[src/design/htfc_pkg.sv]
`timescale 1ns / 1ps

package htfc_pkg;

  localparam int unsigned RawW   = 16;
  localparam int unsigned CrcW   = 8;
  localparam int unsigned ValueW = 15;
  localparam int unsigned StatW  = 2;
  localparam int unsigned CoefW  = 15;

  localparam logic [CrcW-1:0] CRC_POLY = 8'h31;
  localparam logic [RawW-1:0] RAW_MASK = 16'hFFFC;

  // Scale factors, both applied as (coef * r) >> 16
  localparam logic [CoefW-1:0] TEMP_COEF = 15'd17572;
  localparam logic [CoefW-1:0] HUM_COEF  = 15'd12500;
  localparam logic signed [15:0] TEMP_OFFSET = -16'sd4685;
  localparam logic signed [15:0] HUM_OFFSET  = -16'sd600;

  // Humidity compensation: (T - 2500) * 39322 >> 18, about 0.15 per 0.01 C
  localparam logic signed [15:0] COMP_REF   = 16'sd2500;
  localparam logic signed [16:0] COMP_COEF  = 17'sd39322;
  localparam int unsigned        COMP_SHIFT = 18;

  localparam logic KIND_TEMP = 1'b0;
  localparam logic KIND_HUM  = 1'b1;

  localparam logic [StatW-1:0] STATUS_OK      = 2'd0;
  localparam logic [StatW-1:0] STATUS_CRC     = 2'd1;
  localparam logic [StatW-1:0] STATUS_NO_TEMP = 2'd2;

  typedef struct packed {
    logic            cmd;
    logic [RawW-1:0] raw_word;
    logic [CrcW-1:0] check_byte;
  } frame_t;

  typedef struct packed {
    logic signed [ValueW-1:0] value;
    logic [StatW-1:0]         status;
    logic                     kind;
  } result_t;

  // One byte through the MSB-first CRC-8 shift register
  function automatic logic [CrcW-1:0] crc8_byte(logic [CrcW-1:0] crc_in,
                                                logic [7:0] data);
    logic [CrcW-1:0] c;
    c = crc_in ^ data;
    for (int i = 0; i < 8; i++) begin
      if (c[CrcW-1]) begin
        c = {c[CrcW-2:0], 1'b0} ^ CRC_POLY;
      end else begin
        c = {c[CrcW-2:0], 1'b0};
      end
    end
    return c;
  endfunction

endpackage

[src/design/htfc_crc8.sv]
`timescale 1ns / 1ps

module htfc_crc8 (
  input  logic [htfc_pkg::RawW-1:0] raw_word_i,
  input  logic [htfc_pkg::CrcW-1:0] check_byte_i,
  output logic                      crc_ok_o
);
  import htfc_pkg::*;

  logic [CrcW-1:0] crc_hi;
  logic [CrcW-1:0] crc_full;

  // high byte goes first on the wire
  assign crc_hi   = crc8_byte('0, raw_word_i[15:8]);
  assign crc_full = crc8_byte(crc_hi, raw_word_i[7:0]);
  assign crc_ok_o = (crc_full == check_byte_i);

endmodule

[src/design/htfc_convert.sv]
`timescale 1ns / 1ps

module htfc_convert (
  input  logic             clk_i,
  input  logic             rst_ni,
  input  logic             fire_i,
  input  htfc_pkg::frame_t frame_i,
  input  logic             crc_ok_i,
  output htfc_pkg::result_t result_o
);
  import htfc_pkg::*;

  logic signed [ValueW-1:0] last_temp_q, last_temp_d;
  logic                     temp_valid_q, temp_valid_d;

  logic [RawW-1:0]          r;
  logic [CoefW-1:0]         coef;
  logic [RawW+CoefW-1:0]    prod;
  logic [CoefW-1:0]         scaled;
  logic signed [15:0]       offset;
  logic signed [15:0]       base;
  logic signed [15:0]       diff;
  logic signed [32:0]       comp_prod;
  logic signed [ValueW-1:0] comp;
  logic signed [ValueW-1:0] base_v;

  assign r      = frame_i.raw_word & RAW_MASK;
  assign coef   = (frame_i.cmd == KIND_HUM) ? HUM_COEF : TEMP_COEF;
  assign offset = (frame_i.cmd == KIND_HUM) ? HUM_OFFSET : TEMP_OFFSET;
  assign prod   = r * coef;
  assign scaled = prod[RawW+CoefW-1:RawW];
  assign base   = $signed({1'b0, scaled}) + offset;
  assign base_v = base[ValueW-1:0];

  // Compensation depends only on the stored temperature
  assign diff      = $signed({last_temp_q[ValueW-1], last_temp_q}) - COMP_REF;
  assign comp_prod = diff * COMP_COEF;
  // arithmetic shift floors toward minus infinity
  assign comp      = comp_prod[COMP_SHIFT+ValueW-1:COMP_SHIFT];

  always_comb begin
    result_o.kind   = frame_i.cmd;
    result_o.value  = '0;
    result_o.status = STATUS_OK;
    last_temp_d     = last_temp_q;
    temp_valid_d    = temp_valid_q;
    priority if (!crc_ok_i) begin
      result_o.status = STATUS_CRC;
      if (frame_i.cmd == KIND_TEMP) begin
        temp_valid_d = 1'b0;
      end
    end else if (frame_i.cmd == KIND_TEMP) begin
      result_o.value = base_v;
      last_temp_d    = base_v;
      temp_valid_d   = 1'b1;
    end else if (temp_valid_q) begin
      result_o.value = base_v + comp;
    end else begin
      result_o.value  = base_v;
      result_o.status = STATUS_NO_TEMP;
    end
  end

  always_ff @(posedge clk_i or negedge rst_ni) begin
    if (!rst_ni) begin
      last_temp_q  <= '0;
      temp_valid_q <= 1'b0;
    end else if (fire_i) begin
      last_temp_q  <= last_temp_d;
      temp_valid_q <= temp_valid_d;
    end
  end

endmodule

[src/design/humidity_temp_frame_convert.sv]
`timescale 1ns / 1ps
// Channel | Handshake               | Payload
// --------+-------------------------+-----------------------------------
// input   | in_valid_i / in_ready_o | cmd_i, raw_word_i, check_byte_i
// output  | out_valid_o/ out_ready_i| value_o, status_o, kind_o
//
// One frame per clock sustained while the output is not stalled. The path is
// an input register, then CRC check, one constant multiply and the compensation
// multiply into the result register. The stored temperature updates as a frame
// moves into the result register, so the next frame sees it without a gap.
// Reset clears both stages and the stored temperature; a stalled output keeps
// its result and the input register holds one more frame before ready drops.

module humidity_temp_frame_convert (
  input  logic                             clk_i,
  input  logic                             rst_ni,
  input  logic                             in_valid_i,
  output logic                             in_ready_o,
  input  logic                             cmd_i,
  input  logic [htfc_pkg::RawW-1:0]        raw_word_i,
  input  logic [htfc_pkg::CrcW-1:0]        check_byte_i,
  output logic                             out_valid_o,
  input  logic                             out_ready_i,
  output logic signed [htfc_pkg::ValueW-1:0] value_o,
  output logic [htfc_pkg::StatW-1:0]       status_o,
  output logic                             kind_o
);
  import htfc_pkg::*;

  logic    s1_valid_q;
  frame_t  s1_frame_q;
  logic    out_valid_q;
  result_t out_q;
  result_t conv_result;
  logic    crc_ok;
  logic    out_free;
  logic    s1_fire;
  logic    in_fire;

  assign out_free   = !out_valid_q || out_ready_i;
  assign s1_fire    = s1_valid_q && out_free;
  assign in_ready_o = !s1_valid_q || out_free;
  assign in_fire    = in_valid_i && in_ready_o;

  htfc_crc8 u_crc (
    .raw_word_i   (s1_frame_q.raw_word),
    .check_byte_i (s1_frame_q.check_byte),
    .crc_ok_o     (crc_ok)
  );

  htfc_convert u_convert (
    .clk_i    (clk_i),
    .rst_ni   (rst_ni),
    .fire_i   (s1_fire),
    .frame_i  (s1_frame_q),
    .crc_ok_i (crc_ok),
    .result_o (conv_result)
  );

  always_ff @(posedge clk_i or negedge rst_ni) begin
    if (!rst_ni) begin
      s1_valid_q  <= 1'b0;
      out_valid_q <= 1'b0;
    end else begin
      if (in_ready_o) begin
        s1_valid_q <= in_valid_i;
      end
      if (out_free) begin
        out_valid_q <= s1_valid_q;
      end
    end
  end

  always_ff @(posedge clk_i) begin
    if (in_fire) begin
      s1_frame_q <= '{cmd: cmd_i, raw_word: raw_word_i, check_byte: check_byte_i};
    end
    if (s1_fire) begin
      out_q <= conv_result;
    end
  end

  assign out_valid_o = out_valid_q;
  assign value_o     = out_q.value;
  assign status_o    = out_q.status;
  assign kind_o      = out_q.kind;

endmodule

[config.mk]
export PLATFORM = sky130hd
export DESIGN_NAME = humidity_temp_frame_convert
export DESIGN_NICKNAME = d
export VERILOG_FILES = /design/src/design/htfc_pkg.sv /design/src/design/htfc_crc8.sv /design/src/design/htfc_convert.sv /design/src/design/humidity_temp_frame_convert.sv
export SDC_FILE = /design/constraint.sdc
export NUM_CORES = 1
export LEC_CHECK = 0
export ABC_AREA = 1
export BUFFER_PORTS_ARGS = -buffer_cell sky130_fd_sc_hd__buf_2
export CAP_MARGIN = 20
export CORE_ASPECT_RATIO = 0.75
export CORE_MARGIN = 2
export CORE_UTILIZATION = 48
export DETAILED_ROUTE_END_ITERATION = 6
export PLACE_DENSITY = 0.63
export SETUP_SLACK_MARGIN = 0.1
export SKIP_CTS_REPAIR_TIMING = 1
export SYNTH_ARGS = -nofsm -noshare
export SYNTH_HDL_FRONTEND = slang
export SYNTH_SLANG_ARGS = --single-unit
[constraint.sdc]
create_clock -name clk_i -period 9.2 [get_ports clk_i]
set_input_delay 1.84 -clock clk_i [delete_from_list [all_inputs] [get_ports clk_i]]
set_output_delay 1.84 -clock clk_i [all_outputs]
set_load 0.05 [all_outputs]
==> impl_metrics.env <==
export IMPL_status="completed"
export IMPL_post_route_cell_area_um2=14060
export IMPL_die_h_um=146.9
export IMPL_via_per_inst=5.138
export IMPL_cts_sinks=61
export IMPL_routed_wl_um=33210
export IMPL_finalSetupViolations=0
export IMPL_max_clock_path_buffers=2
export IMPL_layout_nets=2091
export IMPL_placed_area_um2=13740
export IMPL_endpoint_kind="register"
export IMPL_wl_per_cell_um=16.39
export IMPL_synth_edf_count=43
export IMPL_stdcell_count=2026
export IMPL_finalCriticalPeriod_ns=8.458
export IMPL_num_vias=10410
export IMPL_clock_latency_ns=0.35
export IMPL_synth_seq_area_share_pct=13.32
export IMPL_drc=0
export IMPL_rsz0062_at_grt="false"
export IMPL_crit_path_max_incr_delay_ns=0.57
export IMPL_min_path_type="reg2reg"
export IMPL_cts_tree="built"
export IMPL_r2r_slack_ns=0.74
export IMPL_n_fill_cell=2565
export IMPL_worstMarginPinSlew_ns=0.9077
export IMPL_critPathKind="reg2reg"
export IMPL_grt_start_max_net_pins=26
export IMPL_diodes=0
export IMPL_final_common_cell="inv_1"
export IMPL_port_buffers=48
export IMPL_htree_num_levels=3
export IMPL_slew_headroom_pct=39.42
export IMPL_worstPathMaxFanout=7
export IMPL_groute_usage_overall_pct=24.58
export IMPL_clkSlewWorstSetupHoldPaths_ns=0.07
export IMPL_crit_required_ns=9.31
export IMPL_ys_flop_type="edfxtp_1"
export IMPL_arrival_ns=8.57
export IMPL_start_util_pct=48.65
export IMPL_slew_violations=0
export IMPL_ant_nets=0
export IMPL_cts_root_buffer="clkbuf_16"
export IMPL_synth_cell_types=45
export IMPL_fp_dieW_um=194.6
export IMPL_yosysWarnings=0
export IMPL_die_area_um2=28590
export IMPL_ys_ff_latch=61
export IMPL_drive_gt1_share_pct=5.493
export IMPL_avgSynthCellArea_um2=8.105
export IMPL_grt_pass1_vias=10150
export IMPL_first_pass_iters=6
export IMPL_synthArstFlopShare_pct=29.51
export IMPL_period_share_pct=91.94
export IMPL_core_um2=26870
export IMPL_grt_overflow=0
export IMPL_max_freq_mhz=118.2
export IMPL_drv_cap=0
export IMPL_synth_cells=1613
export IMPL_skew_ns=0.01454
export IMPL_gp_congestion=0.9799
export IMPL_dp_cells=2010
export IMPL_dp_hpwl_um=29210
export IMPL_critical_path_startpoint_type="register"
export IMPL_grt_pass1_wl_um=54450
export IMPL_cts_buffers=9
export IMPL_finalHoldViolations=0
export IMPL_antenna_found_initial=0
export IMPL_areaGrowthSynthToFinish_pct=7.570
export IMPL_synth_area_um2=13070
export IMPL_cp_slowest_cell="fa_1"
export IMPL_rows=52
export IMPL_setup_tns_ns=0
export IMPL_mostFrequentLayoutCells="inv_1, nand2_1, ha_1"
export IMPL_ios=49
export IMPL_drt_initial_drc_count=856
## final timing paths
path,startpoint,to,depth (start not counted)
min in group asynchronous,rst_ni,out_valid_o$_DFFE_PN0P_,1
min reg2reg,out_valid_o$_DFFE_PN0P_,out_valid_o$_DFFE_PN0P_,2
min,out_valid_o$_DFFE_PN0P_,out_valid_o$_DFFE_PN0P_,2
max,u_convert.last_temp_q[2]$_DFFE_PN0P_,value_o[12]$_SDFFCE_PN0P_,36
max in group asynchronous,rst_ni,u_convert.last_temp_q[2]$_DFFE_PN0P_,1
max reg2reg,u_convert.last_temp_q[2]$_DFFE_PN0P_,value_o[12]$_SDFFCE_PN0P_,36
## critical path, delay by kind of cell, from the launching register on
| family | cells | cell delay [ns] |
|---|---|---|
| xor+xnor | 3 | 0.57 |
| flops | 1 | 0.41 |
| fa+ha+maj | 9 | 3.72 |
| compound gates | 11 | 2.19 |
| buf+inv | 5 | 0.56 |
| simple gates | 8 | 0.76 |
## per-stage QoR
stage,util [%],setup WS (ns),hold slack [ns]
6_report,52.34,0.7418,0.5403
5_1_grt,52.34,0.1421,0.5665
4_1_cts,52.32,0.7440,0.5422
3_5_place_dp,51.12,0.7850,0.5208
3_3_place_gp,51.12,0.8070,0.5135
2_1_floorplan,-,1.732,0.4714
## per-layer routing
layer  part of all wire [%]  track usage (%)  up-vias
met4                   0.49            2.154        0
met5                      0                0        -
met3                     10            7.231       14
li1                       -                -     5147
met1                     53            40.72     4922
met2                     36            31.59      327
## Yosys cell counts, drive strengths merged (2+ instances only)
master   number  area (um^2)
a211oi        2        15.01
a21o          7        52.55
a21oi        75        375.4
a31oi         3        18.77
buf           8        61.31
clkbuf       11        41.29
conb          2        7.510
dfrtp        18        450.4
edfxtp       43         1291
fa          157         3143
ha          235         2940
inv         376         1411
nand2       337         1282
nand3        61        315.3
nand3b        8        60.06
nand4        11        68.82
nor2         94        355.3
nor3         17        90.09
nor3b         2        15.01
nor4          3        18.77
o2111ai       3        26.28
o21a          4        30.03
o21ai        53        265.3
o21bai        6        45.04
o31ai         2        15.01
or2           2        12.52
xnor2        23        231.5
xor2         44        392.9
## cells by family (layout without fill, tap and decap cells)
family	count (synthesis)	count (layout)	synth area share [%]
AO/OA/AOI/OAI	159	159	6.690
adder cells (fa/ha/maj)	392	392	46.53
flip-flops	61	61	13.32
other	2	13	0.05744
XOR/XNOR	67	67	4.776
buffers and inverters	396	447	11.61
AND/OR/NAND/NOR	536	536	17.02
## registers in the layout (all words and copies together) (netlist names)
register                flops
s1_valid_q                  1
u_convert.temp_valid_q      1
s1_frame_q                 25
value_o                    15
kind_o                      1
status_o                    2
out_valid_o                 1
u_convert.last_temp_q      15
## final cells by class
class | instances | area (um^2) | area share, %
inverter | 377 | 1415 | 10.06
multi-input combinational | 1167 | 9859 | 70.11
sequential | 61 | 1742 | 12.38
tap | 351 | 439.2 | 3.123
clock inverter | 7 | 97.59 | 0.6939
timing repair buffer | 54 | 285.3 | 2.028
clock buffer | 9 | 225.2 | 1.601
Power is not shown: default switching activity piles up to over one toggle a cycle in this logic, so the estimate is an artifact.
